File: config.mk
export PLATFORM = sky130hd
export DESIGN_NAME = adjacency_matrix_graph_dfs
export DESIGN_NICKNAME = d
export VERILOG_FILES = /design/src/hdl/amdfs_pkg.sv /design/src/hdl/amdfs_ram.sv /design/src/hdl/amdfs_scan.sv /design/src/hdl/adjacency_matrix_graph_dfs.sv
export VERILOG_INCLUDE_DIRS = /design/src /design/src/hdl
export SDC_FILE = /design/constraint.sdc
export NUM_CORES = 1
export LEC_CHECK = 0
export ABC_AREA = 1
export BUFFER_PORTS_ARGS = -buffer_cell sky130_fd_sc_hd__buf_4
export CORE_MARGIN = 1.5
export CORE_UTILIZATION = 35
export DETAILED_ROUTE_END_ITERATION = 7
export GPL_TIMING_DRIVEN = 0
export PLACE_DENSITY = 0.59
export SETUP_SLACK_MARGIN = 0.4
export SYNTH_ARGS = -nofsm -noshare
export SYNTH_HDL_FRONTEND = slang
export SYNTH_SLANG_ARGS = --single-unit
File: constraint.sdc
create_clock -name clk -period 8.3 [get_ports clk]
set_clock_uncertainty 0.1 [all_clocks]
set_input_delay 2.49 -clock clk [delete_from_list [all_inputs] [get_ports clk]]
set_output_delay 2.49 -clock clk [all_outputs]
set_load 0.01 [all_outputs]
File: src/hdl/assert_macros.svh
// Assertion helpers for the RTL files that check their own logic.
// Each macro expects clk and rst_n in scope.
`ifndef ASSERT_MACROS_SVH
`define ASSERT_MACROS_SVH

// Check a condition at every clock edge outside reset.
`define AMDFS_ASSERT(label, cond, msg) \
  label: assert property (@(posedge clk) disable iff (!rst_n) (cond)) \
    else $error(msg);

// Check that a trigger in one cycle implies a condition in the same cycle.
`define AMDFS_IMPLY(label, trig, cond, msg) \
  label: assert property (@(posedge clk) disable iff (!rst_n) (trig) |-> (cond)) \
    else $error(msg);

// Check that a trigger in one cycle implies a condition in the next cycle.
`define AMDFS_NEXT(label, trig, cond, msg) \
  label: assert property (@(posedge clk) disable iff (!rst_n) (trig) |=> (cond)) \
    else $error(msg);

`endif

File: src/hdl/amdfs_pkg.sv
package amdfs_pkg;

  localparam int VERTICES = 16;
  localparam int VW       = $clog2(VERTICES);
  localparam int NW       = $clog2(VERTICES + 1);
  localparam int DW       = $clog2(VERTICES + 1);

  typedef logic [VERTICES-1:0] row_t;

  typedef struct packed {
    logic [VW-1:0] vtx;
    logic [NW-1:0] next;
  } stack_entry_t;

  typedef struct packed {
    logic          found;
    logic [VW-1:0] idx;
  } scan_res_t;

  localparam int STACK_W = $bits(stack_entry_t);

  localparam logic [1:0] OP_INSERT = 2'd0;
  localparam logic [1:0] OP_CLEAR  = 2'd1;
  localparam logic [1:0] OP_SEARCH = 2'd2;

  localparam logic [1:0] KIND_INSERT = 2'd0;
  localparam logic [1:0] KIND_CLEAR  = 2'd1;
  localparam logic [1:0] KIND_VERTEX = 2'd2;

  localparam logic ST_OK        = 1'b0;
  localparam logic ST_SELF_LOOP = 1'b1;

endpackage

File: src/hdl/amdfs_ram.sv
module amdfs_ram #(
  parameter int WIDTH = 16,
  parameter int DEPTH = 16
) (
  input  logic                     clk,
  input  logic                     we,
  input  logic [$clog2(DEPTH)-1:0] waddr,
  input  logic [WIDTH-1:0]         wdata,
  input  logic [$clog2(DEPTH)-1:0] raddr,
  output logic [WIDTH-1:0]         rdata
);

  logic [WIDTH-1:0] mem [DEPTH];

  always_ff @(posedge clk) begin
    if (we) begin
      mem[waddr] <= wdata;
    end
    rdata <= mem[raddr];
  end

endmodule

File: src/hdl/amdfs_scan.sv
module amdfs_scan
  import amdfs_pkg::*;
(
  input  row_t            row,
  input  row_t            visited,
  input  logic [NW-1:0]   start_idx,
  output scan_res_t       res
);

  row_t cand;

  // Lowest unvisited neighbor at or above the resume index.
  always_comb begin
    for (int c = 0; c < VERTICES; c++) begin
      cand[c] = row[c] & ~visited[c] & (NW'(c) >= start_idx);
    end
    res.found = |cand;
    res.idx   = '0;
    for (int c = VERTICES - 1; c >= 0; c--) begin
      if (cand[c]) begin
        res.idx = VW'(c);
      end
    end
  end

endmodule

File: src/hdl/adjacency_matrix_graph_dfs.sv
// Graph engine over a 16-vertex bit matrix of edges held in a one-port-read synchronous
// memory, with the depth-first walk stack in a second memory. After reset busy stays high
// while the matrix is swept to zero. Start is taken when busy is low; each result word
// is on the out_ ports for exactly one cycle under out_strobe and cannot be held off.
// An insert writes the source row back with the edge set, and the destination row too
// when undirected_r mirrors the edge; a self loop answers without leaving idle; a clear
// is taken, then sweeps all 16 matrix rows to zero; a search passes S_SCAN for each
// visited vertex and S_POP then S_SCAN per backtrack step, each step waiting on the read
// of an edge row or stack entry. The last word of every item has out_last_of_run set;
// opcode 3 is taken and gives no result. Write cfg_wr_data only while busy is low.
`include "assert_macros.svh"

module adjacency_matrix_graph_dfs
  import amdfs_pkg::*;
(
  input  logic          clk,
  input  logic          rst_n,
  input  logic          start,
  output logic          busy,
  input  logic [1:0]    in_opcode,
  input  logic [3:0]    in_from_vertex,
  input  logic [3:0]    in_to_vertex,
  input  logic [3:0]    in_start_vertex,
  input  logic          cfg_wr_en,
  input  logic          cfg_wr_data,
  output logic          out_strobe,
  output logic [1:0]    out_result_kind,
  output logic [3:0]    out_vertex,
  output logic          out_status,
  output logic          out_last_of_run
);

  localparam logic [2:0] S_IDLE     = 3'd0;
  localparam logic [2:0] S_INS_FROM = 3'd1;
  localparam logic [2:0] S_INS_TO   = 3'd2;
  localparam logic [2:0] S_CLR      = 3'd3;
  localparam logic [2:0] S_SCAN     = 3'd4;
  localparam logic [2:0] S_POP      = 3'd5;
  localparam logic [2:0] S_INIT     = 3'd6;

  logic [2:0]    state_r, state_nxt;
  logic [VW-1:0] from_r, from_nxt;
  logic [VW-1:0] to_r, to_nxt;
  logic [VW-1:0] clr_cnt_r, clr_cnt_nxt;
  logic [VW-1:0] cur_v_r, cur_v_nxt;
  logic [NW-1:0] cur_next_r, cur_next_nxt;
  logic [DW-1:0] depth_r, depth_nxt;
  row_t          visited_r, visited_nxt;
  logic [VW-1:0] pend_v_r, pend_v_nxt;
  logic          undirected_r;

  logic          out_strobe_r, out_strobe_nxt;
  logic [1:0]    out_kind_r, out_kind_nxt;
  logic [VW-1:0] out_vertex_r, out_vertex_nxt;
  logic          out_status_r, out_status_nxt;
  logic          out_last_r, out_last_nxt;

  logic          e_we;
  logic [VW-1:0] e_waddr;
  row_t          e_wdata;
  logic [VW-1:0] e_raddr;
  row_t          e_rdata;

  logic          s_we;
  stack_entry_t  s_wdata;
  stack_entry_t  s_rdata;
  logic [DW-1:0] depth_m1;
  logic [DW-1:0] depth_m2;

  scan_res_t     scan;
  logic          accept;

  assign accept   = start && !busy;
  assign busy     = (state_r != S_IDLE);
  assign depth_m1 = depth_r - DW'(1);
  assign depth_m2 = depth_r - DW'(2);

  amdfs_ram #(.WIDTH(VERTICES), .DEPTH(VERTICES)) u_edge_ram (
    .clk   (clk),
    .we    (e_we),
    .waddr (e_waddr),
    .wdata (e_wdata),
    .raddr (e_raddr),
    .rdata (e_rdata)
  );

  amdfs_ram #(.WIDTH(STACK_W), .DEPTH(VERTICES)) u_stack_ram (
    .clk   (clk),
    .we    (s_we),
    .waddr (depth_m1[VW-1:0]),
    .wdata (s_wdata),
    .raddr (depth_m2[VW-1:0]),
    .rdata (s_rdata)
  );

  amdfs_scan u_scan (
    .row       (e_rdata),
    .visited   (visited_r),
    .start_idx (cur_next_r),
    .res       (scan)
  );

  always_comb begin
    state_nxt      = state_r;
    from_nxt       = from_r;
    to_nxt         = to_r;
    clr_cnt_nxt    = clr_cnt_r;
    cur_v_nxt      = cur_v_r;
    cur_next_nxt   = cur_next_r;
    depth_nxt      = depth_r;
    visited_nxt    = visited_r;
    pend_v_nxt     = pend_v_r;
    out_strobe_nxt = 1'b0;
    out_kind_nxt   = out_kind_r;
    out_vertex_nxt = out_vertex_r;
    out_status_nxt = out_status_r;
    out_last_nxt   = out_last_r;
    e_we           = 1'b0;
    e_waddr        = from_r;
    e_wdata        = e_rdata;
    e_raddr        = cur_v_r;
    s_we           = 1'b0;
    s_wdata.vtx    = cur_v_r;
    s_wdata.next   = {1'b0, scan.idx} + NW'(1);

    case (state_r)
      S_IDLE: begin
        e_raddr = (in_opcode == OP_INSERT) ? in_from_vertex : in_start_vertex;
        if (accept) begin
          case (in_opcode)
            OP_INSERT: begin
              from_nxt = in_from_vertex;
              to_nxt   = in_to_vertex;
              if (in_from_vertex == in_to_vertex) begin
                out_strobe_nxt = 1'b1;
                out_kind_nxt   = KIND_INSERT;
                out_vertex_nxt = '0;
                out_status_nxt = ST_SELF_LOOP;
                out_last_nxt   = 1'b1;
              end else begin
                state_nxt = S_INS_FROM;
              end
            end
            OP_CLEAR: begin
              clr_cnt_nxt = '0;
              state_nxt   = S_CLR;
            end
            OP_SEARCH: begin
              visited_nxt  = row_t'(1) << in_start_vertex;
              cur_v_nxt    = in_start_vertex;
              cur_next_nxt = '0;
              depth_nxt    = DW'(1);
              pend_v_nxt   = in_start_vertex;
              state_nxt    = S_SCAN;
            end
            default: begin
            end
          endcase
        end
      end

      S_INIT: begin
        // sweep the matrix to zero after reset, no word
        e_we        = 1'b1;
        e_waddr     = clr_cnt_r;
        e_wdata     = '0;
        clr_cnt_nxt = clr_cnt_r + VW'(1);
        if (clr_cnt_r == VW'(VERTICES - 1)) begin
          state_nxt = S_IDLE;
        end
      end

      S_INS_FROM: begin
        e_we    = 1'b1;
        e_waddr = from_r;
        e_wdata = e_rdata | (row_t'(1) << to_r);
        e_raddr = to_r;
        if (undirected_r) begin
          state_nxt = S_INS_TO;
        end else begin
          out_strobe_nxt = 1'b1;
          out_kind_nxt   = KIND_INSERT;
          out_vertex_nxt = '0;
          out_status_nxt = ST_OK;
          out_last_nxt   = 1'b1;
          state_nxt      = S_IDLE;
        end
      end

      S_INS_TO: begin
        e_we           = 1'b1;
        e_waddr        = to_r;
        e_wdata        = e_rdata | (row_t'(1) << from_r);
        out_strobe_nxt = 1'b1;
        out_kind_nxt   = KIND_INSERT;
        out_vertex_nxt = '0;
        out_status_nxt = ST_OK;
        out_last_nxt   = 1'b1;
        state_nxt      = S_IDLE;
      end

      S_CLR: begin
        e_we        = 1'b1;
        e_waddr     = clr_cnt_r;
        e_wdata     = '0;
        clr_cnt_nxt = clr_cnt_r + VW'(1);
        if (clr_cnt_r == VW'(VERTICES - 1)) begin
          out_strobe_nxt = 1'b1;
          out_kind_nxt   = KIND_CLEAR;
          out_vertex_nxt = '0;
          out_status_nxt = ST_OK;
          out_last_nxt   = 1'b1;
          state_nxt      = S_IDLE;
        end
      end

      S_SCAN: begin
        if (scan.found) begin
          // save the resume point of this frame, descend into the neighbor
          s_we           = 1'b1;
          out_strobe_nxt = 1'b1;
          out_kind_nxt   = KIND_VERTEX;
          out_vertex_nxt = pend_v_r;
          out_status_nxt = ST_OK;
          out_last_nxt   = 1'b0;
          pend_v_nxt     = scan.idx;
          visited_nxt    = visited_r | (row_t'(1) << scan.idx);
          cur_v_nxt      = scan.idx;
          cur_next_nxt   = '0;
          depth_nxt      = depth_r + DW'(1);
          e_raddr        = scan.idx;
        end else if (depth_r == DW'(1)) begin
          // walk done: the held word is the last one
          out_strobe_nxt = 1'b1;
          out_kind_nxt   = KIND_VERTEX;
          out_vertex_nxt = pend_v_r;
          out_status_nxt = ST_OK;
          out_last_nxt   = 1'b1;
          visited_nxt    = '0;
          depth_nxt      = '0;
          state_nxt      = S_IDLE;
        end else begin
          depth_nxt = depth_m1;
          state_nxt = S_POP;
        end
      end

      S_POP: begin
        cur_v_nxt    = s_rdata.vtx;
        cur_next_nxt = s_rdata.next;
        e_raddr      = s_rdata.vtx;
        state_nxt    = S_SCAN;
      end

      default: begin
        state_nxt = S_IDLE;
      end
    endcase
  end

  always_ff @(posedge clk) begin
    if (!rst_n) begin
      state_r      <= S_INIT;
      clr_cnt_r    <= '0;
      depth_r      <= '0;
      visited_r    <= '0;
      out_strobe_r <= 1'b0;
      undirected_r <= 1'b1;
    end else begin
      state_r      <= state_nxt;
      clr_cnt_r    <= clr_cnt_nxt;
      depth_r      <= depth_nxt;
      visited_r    <= visited_nxt;
      out_strobe_r <= out_strobe_nxt;
      if (cfg_wr_en) begin
        undirected_r <= cfg_wr_data;
      end
    end
  end

  always_ff @(posedge clk) begin
    from_r       <= from_nxt;
    to_r         <= to_nxt;
    cur_v_r      <= cur_v_nxt;
    cur_next_r   <= cur_next_nxt;
    pend_v_r     <= pend_v_nxt;
    out_kind_r   <= out_kind_nxt;
    out_vertex_r <= out_vertex_nxt;
    out_status_r <= out_status_nxt;
    out_last_r   <= out_last_nxt;
  end

  assign out_strobe      = out_strobe_r;
  assign out_result_kind = out_kind_r;
  assign out_vertex      = out_vertex_r;
  assign out_status      = out_status_r;
  assign out_last_of_run = out_last_r;

  `AMDFS_IMPLY(a_idle_clean, state_r == S_IDLE, depth_r == '0 && visited_r == '0, "dirty idle")
  `AMDFS_IMPLY(a_scan_depth, state_r == S_SCAN || state_r == S_POP, depth_r != '0, "empty stack")
  `AMDFS_NEXT(a_search_start, accept && in_opcode == OP_SEARCH, state_r == S_SCAN, "no search")
  `AMDFS_IMPLY(a_last_idle, out_strobe_r && out_last_r, state_r == S_IDLE, "last word while busy")

endmodule

==> impl_metrics.toml <==
[clock_network]
cts_hold_buf = 0
cts_tree = "yes"
post_cts_buffers = 0
cts_resized = 0
clkLatencyLatePin_ps = 600
max-clock-path-buffers = 3
htreeDepth = 2
cts.clk_slew.worst_paths_ps = 60
cts_made_buffers = 50
cts_sinks = 484
ctsRootBufferMaster = "clkbuf_16"

[run_status]
outcome = "complete, no violations"

[logic_synthesis]
syn_area_um2 = 21300
netlist_instances = 2041
synth_nets = 2077
synth-warning-count = 0
ys_async_sr_fraction_pct = 0
synthFlopType = "edfxtp_1"
avgSynthCellArea_um2 = 10.4
synthDistinctLibCells = 53
synth_edf_count = 429
ys_ff_latch = 484
seq_area_frac_synth_pct = 65.6

[worst_setup_path]
cp.required_ps = 8730
slowest_delay_ps = 410
cpMaxStageDelayCell = "nor2_1"
critPathLaunchType = "input port"
cp_common_cell = "nand2_1"
crit_path_end_kind = "flop"
worstPathArrival_ps = 5070
crit_type = "input port to flop"
crit_fanout = 10
crit_chain = "buf_4 -> nor2_1 -> o21ai_0 -> a221oi_1 -> nand3_2 -> nand2_1 -> buf_4 -> buf_2 -> nand2_1 -> nand2_1 -> nand2_1 -> nand3_1 -> nand3_1 -> nand2_1"

[timing]
slew_violations = 0
hold_slack_ps = 413
finalHoldViolCount = 0
tns_ps = 0
relSlewSlack_pct = 13.4
setup_violations = 0
worst_pin_slew_ps = 1290
max_freq_mhz = 216
fin_crit_sh_pct = 55.9
grt_setup_unrepaired = "no"
fin_crit_ps = 4640

[floorplan]
dieHeight_um = 250
core_um2 = 60200
die_area_um2 = 62400
io_pins = 29
die_w_um = 250
initial_utilization_pct = 35.4
rows = 90

[placed_design]
place_area_um2 = 22800
io_buffers = 28
dp_hpwl_um = 43300
gp_congestion = 1.05

[global_routing]
grt-ovfl-total = 0
grt_pass1_vias = 14900
grt_usage_pct = 19.5
grt_pass1_wl_um = 92400
antenna_found_initial = 0
grt_max_degree = 20

[route]
avgViaCountPerCell = 5.15
vias = 15300
drt_iter0_markers = 1632
drtPass1Iterations = 6
wl_um = 61400
drc_errors = 0
drt-wirelength-per-cell_um = 20.7
ant_nets = 0

[final_layout]
antennaDiodeCount = 0
area_delta_synth_final_pct = 14.8
final_area_um2 = 24500
post_route_cells_drive_above_1_share_pct = 10.5
nets = 2175
postLayoutCoreUtil_pct = 40.6

[flow_run]
drv_cap = 0

[pwr]
p_leak_nw = 9.47
ir_drop_v = 0.000239
power_density_nw_per_um2 = 434

[worst_hold_path]
hold_class = "flop to flop"
==> critical path: cells and delay by family <==
kind | cells | cell delay, ps
compound gates | 2 | 510
buf+inv | 3 | 670
simple gates | 9 | 1390
==> cells in the final DEF (no fill, tap or decap), types with 38 or more instances in the layout <==
| cell | count |
|---|---|
| clkbuf_1 | 62 |
| nand2_1 | 384 |
| buf_4 | 38 |
| nand3_1 | 321 |
| inv_1 | 235 |
| nor2_1 | 145 |
| clkbuf_16 | 50 |
| dfxtp_1 | 55 |
| o21ai_0 | 99 |
| edfxtp_1 | 429 |
| a21oi_1 | 41 |
==> cells in the mapped netlist (4+ instances only) <==
cell type	count	area, µm²
nand3_1	321	1610
dfxtp_1	55	1100
ha_1	17	213
xor2_1	8	70.1
inv_2	12	45.0
o211ai_1	15	113
nor3_1	17	85.1
edfxtp_1	429	12900
nand4_1	6	37.5
a31oi_1	5	31.3
o21bai_1	4	30.0
o221ai_1	25	219
clkinv_1	4	15.0
o2111ai_1	4	35.0
buf_2	34	170
nand3b_1	16	120
nand2_1	384	1440
clkbuf_1	55	206
a311oi_1	7	61.3
a221oi_1	12	105
a21oi_1	48	240
inv_1	235	882
buf_4	10	75.1
nor2_1	168	631
o22ai_1	14	87.6
o21ai_0	99	495
==> power breakdown <==
group	switching [mW]	internal, mW	leakage [nW]
clock	0.967	1.29	0.798
combinational	3.29	1.15	4.27
sequential	0.197	3.72	4.40
==> metal layers <==
layer	GRT usage, %	share of wire [%]	wire, µm	vias up
li1	-	-	-	7256
met1	26.2	43	26600	7344
met2	32.4	47	28900	564
met3	2.76	6.3	3850	104
met4	6.92	3.3	2030	0
met5	0	0	0	-
==> final cells by class <==
| class | count | area, µm² |
|---|---|---|
| Fill cell | 5721 | 35800 |
| Sequential cell | 484 | 14000 |
| Multi-Input combinational cell | 1202 | 5980 |
| Clock buffer | 59 | 1310 |
| Tap cell | 782 | 978 |
| Inverter | 252 | 947 |
| Buffer | 103 | 489 |
| Timing Repair Buffer | 46 | 458 |
| Clock inverter | 34 | 339 |
==> kinds of logic after synthesis <==
| kind of cell | share of synthesized area (%) |
|---|---|
| AO/OA/AOI/OAI | 7.20 |
| XOR/XNOR | 0.370 |
| adder cells (fa/ha/maj) | 0.998 |
| buffers and inverters | 6.74 |
| flip-flops | 65.6 |
| multiplexers | 0.0528 |
| AND/OR/NAND/NOR | 19.0 |
==> metrics by stage <==
step           instances  power [mW]  setup WS (ps)
2_1_floorplan       2041        6.51           4030
3_3_place_gp        2851        8.12           3090
3_5_place_dp        2869        8.36           3070
4_1_cts             2962        10.6           3690
5_1_grt             2962        11.2           3470
6_report            2962        10.6           3660
==> worst paths after layout <==
check | endpoint | startpoint | slack, ps | cells after the start
worst max-delay path | u_edge_ram.rdata[12]$_DFF_P_ | in_opcode[0] | 3660 | 14
worst min-delay path | undirected_r$_SDFFE_PN1P_ | undirected_r$_SDFFE_PN1P_ | 410 | 2
worst max register to register | u_stack_ram.mem[13][4]$_DFFE_PP_ | cur_next_r[4]$_SDFFCE_PN0P_ | 4130 | 20
worst min register to register | undirected_r$_SDFFE_PN1P_ | undirected_r$_SDFFE_PN1P_ | 410 | 2
==> sequential cells by signal, summed over array words and instances, names as in the netlist <==
signal	cells
u_edge_ram.mem	256
u_stack_ram.mem	144
u_edge_ram.rdata	16
visited_r	16
u_stack_ram.rdata	9
cur_next_r	5
depth_r	5
clr_cnt_r	4
cur_v_r	4
from_r	4
out_vertex	4
pend_v_r	4
to_r	4
state_r	3
out_result_kind	2
out_last_of_run	1
out_status	1
out_strobe	1
undirected_r	1
Note: power is estimated with default switching activity, not from simulation.
